### src/design/log_record_header_checker_unit_macros.svh
// Assertion macros used by the log record header checker top level.
`ifndef LOG_RECORD_HEADER_CHECKER_UNIT_MACROS_SVH
`define LOG_RECORD_HEADER_CHECKER_UNIT_MACROS_SVH

// Same-cycle implication, held off during reset.
`define LRHC_ASSERT_NOW(label, ck, rn, ante, cons, msg) \
    label: assert property (@(posedge ck) disable iff (!rn) (ante) |-> (cons)) \
        else $error(msg);

// Next-cycle implication, held off during reset.
`define LRHC_ASSERT_NEXT(label, ck, rn, ante, cons, msg) \
    label: assert property (@(posedge ck) disable iff (!rn) (ante) |=> (cons)) \
        else $error(msg);

`endif

### src/design/lrhc_pkg.sv
// Types, constants and the CRC-32 byte update for the log record header checker.
package lrhc_pkg;

    // Offset width default and fixed field widths
    localparam int OFFSET_BITS_DEF = 32;
    localparam int COUNT_W         = 28;
    localparam int OUT_DATA_W      = 472;
    localparam int OUT_PAD_W       = 4;

    // Header layout: end byte (exclusive) of each field
    localparam logic [5:0] CRC_END   = 6'd4;
    localparam logic [5:0] TS_END    = 6'd12;
    localparam logic [5:0] SEQ_END   = 6'd20;
    localparam logic [5:0] OP_END    = 6'd21;
    localparam logic [5:0] KEY_END   = 6'd23;
    localparam logic [5:0] VAL_END   = 6'd27;
    localparam logic [5:0] CIPH_END  = 6'd31;
    localparam logic [5:0] NLO_END   = 6'd39;
    localparam logic [5:0] NHI_END   = 6'd43;
    localparam logic [5:0] TLO_END   = 6'd51;
    localparam int         HDR_BYTES = 4 + 8 + 8 + 1 + 2 + 4 + 4 + 12 + 16;

    localparam logic [COUNT_W-1:0] HDR_BYTES_CNT = COUNT_W'(HDR_BYTES);
    localparam logic [COUNT_W-1:0] CRC_DONE_CNT  = COUNT_W'(CRC_END);
    localparam logic [31:0]        MAX_CIPHER    = 32'(128 * 1024 * 1024);

    localparam logic [31:0] CRC_POLY = 32'hEDB8_8320;
    localparam logic [31:0] CRC_INIT = 32'hFFFF_FFFF;

    // Register address decode (word index)
    localparam logic REG_REGION_LIMIT = 1'b0;

    typedef enum logic [2:0] {
        ST_OK         = 3'd0,
        ST_END_OF_LOG = 3'd1,
        ST_HDR_TRUNC  = 3'd2,
        ST_CIPHER_BIG = 3'd3,
        ST_BODY_TRUNC = 3'd4,
        ST_CRC_BAD    = 3'd5
    } rec_status_t;

    // Captured header fields
    typedef struct packed {
        logic [31:0] stored_crc;
        logic [63:0] timestamp;
        logic [63:0] sequence_number;
        logic [7:0]  operation;
        logic [15:0] key_length;
        logic [31:0] value_length;
        logic [31:0] cipher_length;
        logic [63:0] nonce_low;
        logic [31:0] nonce_high;
        logic [63:0] tag_low;
        logic [63:0] tag_high;
    } hdr_fields_t;

    // Capture control from the parser to the field capture
    typedef struct packed {
        logic       clear;
        logic       load;
        logic [5:0] index;
    } cap_ctrl_t;

    // Per-word outcome from the parser
    typedef struct packed {
        logic               emit;
        rec_status_t        status;
        logic [COUNT_W-1:0] total;
    } result_t;

    // Reflected CRC-32, one byte
    function automatic logic [31:0] crc32_byte(input logic [31:0] crc, input logic [7:0] b);
        logic [31:0] c;
        c = crc ^ {24'd0, b};
        for (int k = 0; k < 8; k++)
        begin
            c = c[0] ? ((c >> 1) ^ CRC_POLY) : (c >> 1);
        end
        return c;
    endfunction

endpackage

### src/design/lrhc_field_capture.sv
// Header field capture: shifts each header byte into its little-endian field.
module lrhc_field_capture (
    input  logic                clk,
    input  logic                step,
    input  logic [7:0]          data_byte,
    input  lrhc_pkg::cap_ctrl_t cap,
    output lrhc_pkg::hdr_fields_t fields_next
);

    lrhc_pkg::hdr_fields_t fields_reg;
    lrhc_pkg::hdr_fields_t base;

    // Clear on a first byte, then shift the byte in from the top of its field
    always_comb
    begin
        base        = cap.clear ? '0 : fields_reg;
        fields_next = base;
        if (cap.load)
        begin
            priority if (cap.index < lrhc_pkg::CRC_END)
                fields_next.stored_crc = {data_byte, base.stored_crc[31:8]};
            else if (cap.index < lrhc_pkg::TS_END)
                fields_next.timestamp = {data_byte, base.timestamp[63:8]};
            else if (cap.index < lrhc_pkg::SEQ_END)
                fields_next.sequence_number = {data_byte, base.sequence_number[63:8]};
            else if (cap.index < lrhc_pkg::OP_END)
                fields_next.operation = data_byte;
            else if (cap.index < lrhc_pkg::KEY_END)
                fields_next.key_length = {data_byte, base.key_length[15:8]};
            else if (cap.index < lrhc_pkg::VAL_END)
                fields_next.value_length = {data_byte, base.value_length[31:8]};
            else if (cap.index < lrhc_pkg::CIPH_END)
                fields_next.cipher_length = {data_byte, base.cipher_length[31:8]};
            else if (cap.index < lrhc_pkg::NLO_END)
                fields_next.nonce_low = {data_byte, base.nonce_low[63:8]};
            else if (cap.index < lrhc_pkg::NHI_END)
                fields_next.nonce_high = {data_byte, base.nonce_high[31:8]};
            else if (cap.index < lrhc_pkg::TLO_END)
                fields_next.tag_low = {data_byte, base.tag_low[63:8]};
            else
                fields_next.tag_high = {data_byte, base.tag_high[63:8]};
        end
    end

    // Field storage
    always_ff @(posedge clk)
    begin
        if (step)
        begin
            fields_reg <= fields_next;
        end
    end

endmodule

### src/design/lrhc_parser.sv
// Record parser: byte count, running CRC, limit checks and result decision.
module lrhc_parser #(
    parameter int OFFSET_BITS = lrhc_pkg::OFFSET_BITS_DEF
) (
    input  logic                  clk,
    input  logic                  rst_n,
    input  logic                  step,
    input  logic [7:0]            data_byte,
    input  logic                  record_first,
    input  logic [31:0]           record_offset,
    input  logic [31:0]           region_limit,
    input  lrhc_pkg::hdr_fields_t fields_next,
    output lrhc_pkg::cap_ctrl_t   cap,
    output lrhc_pkg::result_t     res
);

    localparam int OFS_W = (OFFSET_BITS < 32) ? OFFSET_BITS : 32;
    localparam int CW    = lrhc_pkg::COUNT_W;
    localparam int SUM_W = ((OFS_W > CW) ? OFS_W : CW) + 1;

    logic             active_reg, active_next;
    logic [CW-1:0]    count_reg, count_next;
    logic [31:0]      crc_reg, crc_next;
    logic [OFS_W-1:0] offset_reg, offset_next;

    logic          act_cur, proc;
    logic [CW-1:0] cnt_cur, cnt_inc, rec_total;
    logic [31:0]   crc_cur;
    logic [SUM_W-1:0] lim_ext, hdr_end, body_end;
    logic          hdr_trunc, eol, at_hdr_end, too_big, body_trunc, done;

    // Current view of the state, restarted on a first byte
    always_comb
    begin
        act_cur     = record_first | active_reg;
        cnt_cur     = record_first ? '0 : count_reg;
        crc_cur     = record_first ? lrhc_pkg::CRC_INIT : crc_reg;
        offset_next = record_first ? record_offset[OFS_W-1:0] : offset_reg;
    end

    // Limit arithmetic, no wrap
    always_comb
    begin
        lim_ext  = SUM_W'(region_limit[OFS_W-1:0]);
        hdr_end  = SUM_W'(offset_next) + SUM_W'(lrhc_pkg::HDR_BYTES);
        body_end = hdr_end + SUM_W'(fields_next.cipher_length[CW-1:0]);
    end

    // Per-byte decisions
    always_comb
    begin
        hdr_trunc  = record_first && (hdr_end > lim_ext);
        proc       = act_cur && !hdr_trunc;
        cnt_inc    = cnt_cur + CW'(1);
        crc_next   = (proc && (cnt_cur >= lrhc_pkg::CRC_DONE_CNT))
                   ? lrhc_pkg::crc32_byte(crc_cur, data_byte) : crc_cur;
        rec_total  = lrhc_pkg::HDR_BYTES_CNT + fields_next.cipher_length[CW-1:0];
        eol        = proc && (cnt_inc == lrhc_pkg::CRC_DONE_CNT)
                   && (fields_next.stored_crc == '0);
        at_hdr_end = proc && (cnt_inc == lrhc_pkg::HDR_BYTES_CNT);
        too_big    = at_hdr_end && (fields_next.cipher_length > lrhc_pkg::MAX_CIPHER);
        body_trunc = at_hdr_end && !too_big && (body_end > lim_ext);
        done       = proc && !too_big && !body_trunc
                   && (cnt_inc >= lrhc_pkg::HDR_BYTES_CNT) && (cnt_inc == rec_total);

        cap.clear  = record_first;
        cap.load   = proc && (cnt_cur < lrhc_pkg::HDR_BYTES_CNT);
        cap.index  = cnt_cur[5:0];

        res.emit   = hdr_trunc | eol | too_big | body_trunc | done;
        priority if (hdr_trunc)
            res.status = lrhc_pkg::ST_HDR_TRUNC;
        else if (eol)
            res.status = lrhc_pkg::ST_END_OF_LOG;
        else if (too_big)
            res.status = lrhc_pkg::ST_CIPHER_BIG;
        else if (body_trunc)
            res.status = lrhc_pkg::ST_BODY_TRUNC;
        else if (~crc_next == fields_next.stored_crc)
            res.status = lrhc_pkg::ST_OK;
        else
            res.status = lrhc_pkg::ST_CRC_BAD;
        res.total   = (res.status == lrhc_pkg::ST_OK) ? rec_total : '0;

        count_next  = proc ? cnt_inc : cnt_cur;
        active_next = act_cur && !res.emit;
    end

    // Record state
    always_ff @(posedge clk or negedge rst_n)
    begin
        if (!rst_n)
        begin
            active_reg <= 1'b0;
            count_reg  <= '0;
            crc_reg    <= lrhc_pkg::CRC_INIT;
            offset_reg <= '0;
        end
        else if (step)
        begin
            active_reg <= active_next;
            count_reg  <= count_next;
            crc_reg    <= crc_next;
            offset_reg <= offset_next;
        end
    end

endmodule

### src/design/log_record_header_checker_unit.sv
// Top level of the log record header checker: stream ports, APB register, stages.
//
//  channel   | direction | contents
//  s_*       | in        | one record byte per word, first-byte flag, start offset
//  m_*       | out       | one result per record: status and captured header fields
//  APB       | in/out    | region_limit at byte address 0
//
// Each byte passes through the parse stage; a byte is taken every cycle unless a result waits on m_tready.
// A taken byte sits in the input register and its result is registered in the result
// register when the parse stage advances, which raises m_tvalid.
// The running CRC and byte count update together with each byte the parse stage takes.
// Reset clears region_limit, the record state and both stage valids.
// A result waiting on m_tready holds the parse stage for every byte; s_tready
// then drops once the input register is full.
module log_record_header_checker_unit #(
    parameter int OFFSET_BITS = lrhc_pkg::OFFSET_BITS_DEF
) (
    input  logic        clk,
    input  logic        rst_n,
    // stream in
    input  logic        s_tvalid,
    output logic        s_tready,
    input  logic [39:0] s_tdata,   // data_byte[7:0], record_offset[39:8]
    input  logic        s_tuser,   // record_first
    // stream out
    output logic        m_tvalid,
    input  logic        m_tready,
    output logic [lrhc_pkg::OUT_DATA_W-1:0] m_tdata, // timestamp[63:0],
                                   // sequence_number[127:64], operation[135:128],
                                   // key_length[151:136], value_length[183:152],
                                   // cipher_length[215:184], nonce_low[279:216],
                                   // nonce_high[311:280], tag_low[375:312],
                                   // tag_high[439:376], total_length[467:440]
    output logic [2:0]  m_tuser,   // record_status
    // APB register port
    input  logic        psel,
    input  logic        penable,
    input  logic        pwrite,
    input  logic [2:0]  paddr,
    input  logic [31:0] pwdata,
    output logic [31:0] prdata,
    output logic        pready
);

    `include "log_record_header_checker_unit_macros.svh"

    logic [31:0] region_limit_reg;

    logic        in_valid_reg;
    logic [7:0]  in_byte_reg;
    logic        in_first_reg;
    logic [31:0] in_offset_reg;

    logic                  advance;
    logic                  out_free;
    lrhc_pkg::cap_ctrl_t   cap;
    lrhc_pkg::result_t     res;
    lrhc_pkg::hdr_fields_t fields_next;

    logic                           out_valid_reg;
    lrhc_pkg::rec_status_t          out_status_reg;
    lrhc_pkg::hdr_fields_t          out_hdr_reg;
    logic [lrhc_pkg::COUNT_W-1:0]   out_total_reg;

    // APB register
    assign pready = 1'b1;
    assign prdata = (paddr[2] == lrhc_pkg::REG_REGION_LIMIT) ? region_limit_reg : '0;

    always_ff @(posedge clk or negedge rst_n)
    begin
        if (!rst_n)
        begin
            region_limit_reg <= '0;
        end
        else if (psel && penable && pwrite && pready
                 && (paddr[2] == lrhc_pkg::REG_REGION_LIMIT))
        begin
            region_limit_reg <= pwdata;
        end
    end

    // Stage handshakes
    assign out_free = !out_valid_reg || m_tready;
    assign advance  = in_valid_reg && out_free;
    assign s_tready = !in_valid_reg || advance;

    // Input register
    always_ff @(posedge clk or negedge rst_n)
    begin
        if (!rst_n)
        begin
            in_valid_reg <= 1'b0;
        end
        else if (s_tready)
        begin
            in_valid_reg <= s_tvalid;
        end
    end

    always_ff @(posedge clk)
    begin
        if (s_tvalid && s_tready)
        begin
            in_byte_reg   <= s_tdata[7:0];
            in_offset_reg <= s_tdata[39:8];
            in_first_reg  <= s_tuser;
        end
    end

    // Parse stage
    lrhc_parser #(
        .OFFSET_BITS (OFFSET_BITS)
    ) u_parser (
        .clk           (clk),
        .rst_n         (rst_n),
        .step          (advance),
        .data_byte     (in_byte_reg),
        .record_first  (in_first_reg),
        .record_offset (in_offset_reg),
        .region_limit  (region_limit_reg),
        .fields_next   (fields_next),
        .cap           (cap),
        .res           (res)
    );

    lrhc_field_capture u_capture (
        .clk         (clk),
        .step        (advance),
        .data_byte   (in_byte_reg),
        .cap         (cap),
        .fields_next (fields_next)
    );

    // Result register
    always_ff @(posedge clk or negedge rst_n)
    begin
        if (!rst_n)
        begin
            out_valid_reg <= 1'b0;
        end
        else if (advance && res.emit)
        begin
            out_valid_reg <= 1'b1;
        end
        else if (m_tready)
        begin
            out_valid_reg <= 1'b0;
        end
    end

    always_ff @(posedge clk)
    begin
        if (advance && res.emit)
        begin
            out_status_reg <= res.status;
            out_hdr_reg    <= fields_next;
            out_total_reg  <= res.total;
        end
    end

    assign m_tvalid = out_valid_reg;
    assign m_tuser  = out_status_reg;
    assign m_tdata  = {{lrhc_pkg::OUT_PAD_W{1'b0}}, out_total_reg,
                       out_hdr_reg.tag_high, out_hdr_reg.tag_low,
                       out_hdr_reg.nonce_high, out_hdr_reg.nonce_low,
                       out_hdr_reg.cipher_length, out_hdr_reg.value_length,
                       out_hdr_reg.key_length, out_hdr_reg.operation,
                       out_hdr_reg.sequence_number, out_hdr_reg.timestamp};

    // Checks
    `LRHC_ASSERT_NOW(a_trunc_hdr_zero, clk, rst_n, out_valid_reg && (out_status_reg == lrhc_pkg::ST_HDR_TRUNC), out_hdr_reg == '0, "header truncated result carries header data")
    `LRHC_ASSERT_NOW(a_total_only_ok, clk, rst_n, out_valid_reg && (out_status_reg != lrhc_pkg::ST_OK), out_total_reg == '0, "total length set on a failed record")
    `LRHC_ASSERT_NOW(a_eol_fields_zero, clk, rst_n, out_valid_reg && (out_status_reg == lrhc_pkg::ST_END_OF_LOG), (out_hdr_reg.timestamp == '0) && (out_hdr_reg.cipher_length == '0) && (out_hdr_reg.stored_crc == '0), "end of log result carries header data")
    `LRHC_ASSERT_NEXT(a_in_hold, clk, rst_n, in_valid_reg && !advance, in_valid_reg && $stable(in_byte_reg) && $stable(in_first_reg), "stalled input word lost")

endmodule
### config.mk
export PLATFORM = sky130hd
export DESIGN_NAME = log_record_header_checker_unit
export DESIGN_NICKNAME = d
export VERILOG_FILES = /design/src/design/lrhc_pkg.sv /design/src/design/lrhc_field_capture.sv /design/src/design/lrhc_parser.sv /design/src/design/log_record_header_checker_unit.sv
export VERILOG_INCLUDE_DIRS = /design/src /design/src/design
export SDC_FILE = /design/constraint.sdc
export NUM_CORES = 2
export LEC_CHECK = 0
export BUFFER_PORTS_ARGS = -buffer_cell sky130_fd_sc_hd__buf_4
export CORE_MARGIN = 3
export CORE_UTILIZATION = 50
export CTS_CLUSTER_DIAMETER = 120
export DETAILED_ROUTE_END_ITERATION = 10
export PLACE_DENSITY = 0.74
export SYNTH_ARGS = -nofsm -noshare
export SYNTH_HDL_FRONTEND = slang
export SYNTH_SLANG_ARGS = --single-unit
### constraint.sdc
create_clock -name clk -period 31 [get_ports clk]
set_input_delay 1.55 -clock clk [delete_from_list [all_inputs] [get_ports clk]]
set_output_delay 1.55 -clock clk [all_outputs]
set_load 0.01 [all_outputs]
Yosys cells after proc, flatten, opt, wreduce, memory -nomap -nowiden

Index checks and enable logic that the tools add are counted.

$lt $le $gt $ge: 16
Reductions and logical operators: 32
Equality and inequality tests: 4
Bitwise gates (word level): 16
Multiplexer cells: 43
Add/sub/neg operators: 4

Operators with widths:

| kind                  | number |
|---|---|
| $mux 472              | 2 |
| $mux 32               | 16 |
| $mux 440              | 1 |
| $mux 376              | 1 |
| $mux 64               | 5 |
| $mux 312              | 1 |
| $mux 304              | 1 |
| $mux 288              | 1 |
| $mux 256              | 1 |
| $mux 224              | 1 |
| $mux 160              | 1 |
| $mux 128              | 1 |
| $not 13->14           | 8 |
| $gt 33x32->1          | 2 |
| $mux 28               | 2 |
| $add 32x6->33 const B | 1 |
| $add 33x28->33        | 1 |
| $eq 32x32->1          | 1 |
| $gt 32x28->1 const B  | 1 |
| $logic_not 32->1      | 1 |
| $not 32->32           | 1 |
| $xor 32x8->32         | 1 |
| $lt 6x5->1 const B    | 5 |
| $add 28x1->28 const B | 1 |
| 21 further kinds      | 58 |

Bits of input ports: 83
Register bits after elaboration: 1,111

Logic depth before layout (Yosys ltp)

Word-level depth: 27
Depth in mapped cells: 46

Cells and area by module

From an unflattened synthesis, not the netlist that was laid out.

Cell total of the unflattened synthesis: 4,221
Area total of the unflattened synthesis: 51,699.6 µm²

Modules (own cells, without submodules):

| module                         | instances | cells an instance | area an instance (µm²) | sequential area each (µm²) |
|---|---|---|---|---|
| lrhc_field_capture             | 1         | 1,961             | 21,623.2               | 14,173.6 |
| log_record_header_checker_unit | 1         | 632               | 17,058.9               | 16,225.6 |
| lrhc_parser                    | 1         | 1,628             | 13,017.5               | 2,367.3 |

Worst setup path after synthesis

No wires, ideal clock.

Path kind: input to register
Start: in m_tready
End: reg out_hdr_reg (netlist bit m_tdata[0]), enable pin
Setup time: 0.880 ns
Cell stages on the path: 6
Data arrival time: 25.943 ns
Buffers on the path: 2
Slack: 4.177 ns
Data required time: 30.120 ns
Cell sequence: nor2b_1 -> nand2b_1 -> inv_1 -> clkbuf_1 -> buf_1 -> o21a_1

Cells in the longest elaborated chain, start to end: 3

Ends and longest elaborated chain:

| what                 | RTL line                              | RTL |
|---|---|---|
| from (decl)          | log_record_header_checker_unit.sv:27  | `input logic m_tready,` |
| $logic_or 1x1->1     | log_record_header_checker_unit.sv:83  | `assign out_free = !out_valid_reg \|\| m_tready;` |
| $logic_and 1x1->1    | log_record_header_checker_unit.sv:84  | `assign advance = in_valid_reg && out_free;` |
| named net advance    | log_record_header_checker_unit.sv:54  | `logic advance;` |
| $logic_and 1x1->1    | log_record_header_checker_unit.sv:153 | `if (advance && res.emit)` |
| to (signal assigned) | log_record_header_checker_unit.sv:156 | `out_hdr_reg <= fields_next;` |
| to (decl)            | log_record_header_checker_unit.sv:62  | `lrhc_pkg::hdr_fields_t out_hdr_reg;` |

The timed path passes the listed nets, and every way through them passes these cells.
A chain may end at the register's enable or synchronous reset.

==> reports/metrics.cfg <==
[outcome]
status=complete, no violations

[clocking]
htree_num_levels=3
cts_buffers=111
cts_sinks=1111
clock_latency_ns=0.71
holdBufCountCts=0
cts_buffer_depth=3
clkTransAtPathRegs_ns=0.06
cts_tree=built
post_cts_buffers=0
cts.repair.resized=0
cts-root-buf=clkbuf_16

[yosys]
yosys.area.top_type=edfxtp_1
ys_seq_area_share_pct=62.6
ys_dominant_reg_cell=edfxtp_1
netlist_instances=4439
ys_async_sr_fraction_pct=11.4
synthTopCellsByArea=edfxtp_1, nand2_1, dfrtp_1, a21oi_1, ha_1
yosysWarningCount=0
avgSynthCellArea_um2=11.8
synth_edf_count=984
syn_area_um2=52300
yosysTopAreaCellShare_pct=56.5
synth-seq-cells=1111
yosysUniqueCellTypes=101

[finish]
num-nets-final=5135
largest_reg_flops=472
layout-drive-gt1-share_pct=19.9
layout_common_cells=edfxtp_1, nand2_1, buf_4
syn_to_final_growth_pct=18.3
utilization_pct=59.7
final_common_cell=edfxtp_1

[place]
place.port_buffers=585
gp_congestion=0.961
pre_cts_slack_ns=18.80
dp_hpwl_mm=106

[global_routing]
grt-ovfl-total=0
track_usage_pct=27.5
grt_start_max_net_pins=185
grt_pass1_vias=36100
antenna_found_initial=4
grt_pass1_wl_mm=227

[routing]
wl_per_cell_um=24.0
highest_layer=met5
num_vias=38000
wl_met1_mm=60.7
wl_met2_mm=74.6
drt_iter0_drc=4496
ant_nets=0
wl_met3_mm=12.9
drt_first_pass_iters=6
drt_wl_total_mm=155
avgViaCountPerCell=5.91
drc=0

[timing]
holdWs_ns=0.476
timing.fmax_ghz=0.0799
worstMarginPinSlew_ns=1.32
slew_viol_final=0
fin_tns_setup_ns=0
slew_headroom_pct=11.2
setup_slack_ns=18.49
setup_viol=0
rsz0062_at_grt=false
fin_skew_ns=0.0353
finalHoldViolCount=0
period_share_pct=40.4
post-route-min-period_ns=12.51

[floorplan]
pin_count=593
initial_core_util_pct=50.5
die_area_um2=109000
die-height_um=329
row_count=118
coreArea_um2=104000
die-width_um=329

[hold_path]
hp-class=flop to flop
holdPathEnd=u_parser.crc_reg[26]
min_path_cells=2
min_from=u_parser.crc_reg[26]

[power]
leakagePower_nw=23.7
ir_drop_uv=57.1
finalPower_mw=4.60
power_density_nw_per_um2=74.4

[setup_path]
cp.arrival_ns=12.83
critPathRequiredTime_ns=31.32
critical_path_class=flop to flop
reg2reg_depth=37
cp-end-kind=flop
regToRegSetupSlack_ns=18.49
start_kind=flop
worst-path-max-fanout=170
path_common_cell=a21oi_1
cpPeakStageDelay_ns=0.90
r2r-end=m_tdata[409]
critPathSlowestCell=nor3_4
r2r_start=in_first_reg

[run]
drv_cap=0

==> worst max-delay path: cells and delay by family (launching register included) <==
family,cells,cell delay [ns]
AOI/OAI and AO/OA,15,3.63
xor gates and xnor gates,2,0.37
adders and majority gates,3,1.27
buffers and inverters,8,2.71
DFF,1,0.36
muxes,1,0.68
and+or+nand+nor,8,2.42
==> logic make-up after synthesis <==
logic type / synth area share, %
other cells: 0.0144
flops: 62.6
mux: 4.00
compound gates: 9.81
fa+ha+maj: 2.38
xor+xnor: 3.95
buf+inv: 2.81
simple gates: 14.4
==> metrics by stage <==
| step | instance area [um2] | cells |
|---|---|---|
| 2_1_floorplan | 52300 | 4442 |
| 3_3_place_gp | 58000 | 6220 |
| 3_5_place_dp | 58000 | 6220 |
| 4_1_cts | 61900 | 6431 |
| 5_1_grt | 61900 | 6431 |
| 6_report | 61900 | 6433 |
==> area by class of cell <==
cell class / count / area (um2)
Fill cell: 8242 / 41800
Multi-Input combinational cell: 2980 / 18200
Inverter: 88 / 343
Antenna cell: 2 / 5.00
Sequential cell: 1111 / 32800
Timing Repair Buffer: 661 / 5010
Clock buffer: 135 / 2920
Clock inverter: 76 / 927
Tap cell: 1380 / 1730
==> cells in the mapped netlist (25+ instances only) <==
master	n
nand3_1	87
nand4_1	55
a21o_1	33
dfrtp_1	95
o21ai_0	177
buf_1	29
edfxtp_1	984
nor2b_1	39
nor3_1	57
clkbuf_1	175
or3_1	26
nand2_1	824
xor2_1	62
mux2i_1	122
a21oi_1	413
nor2_1	274
and3_1	26
inv_1	87
xnor2_1	119
dfstp_2	32
ha_1	98
buf_2	41
o22ai_1	25
mux2_2	75
nor4_1	63
==> layer usage <==
metal | GRT usage (%) | vias to the layer above
met5 | 0 | -
met2 | 44.9 | 1743
li1 | - | 17300
met3 | 5.28 | 307
met1 | 36.7 | 18700
met4 | 10.7 | 4
==> how the worst max path moves through the flow <==
stage	start	end	slack [ns]	depth (start not counted)
6_report	in_first_reg	m_tdata[409]	18.49	37
5_1_grt	in_first_reg	m_tdata[417]	17.90	37
4_1_cts	in_first_reg	m_tdata[410]	18.78	37
3_5_place_dp	in_first_reg	m_tdata[419]	18.80	37
3_3_place_gp	in_first_reg	m_tdata[426]	18.82	37
2_1_floorplan	m_tready	m_tdata[0]	4.18	6
==> power breakdown <==
| part | switching (mW) | internal, mW |
|---|---|---|
| clock | 0.587 | 0.823 |
| sequential | 0.130 | 1.90 |
| combinational | 0.716 | 0.446 |
| total | 1.43 | 3.17 |
No activity file was read; power rests on OpenSTA's default activity.
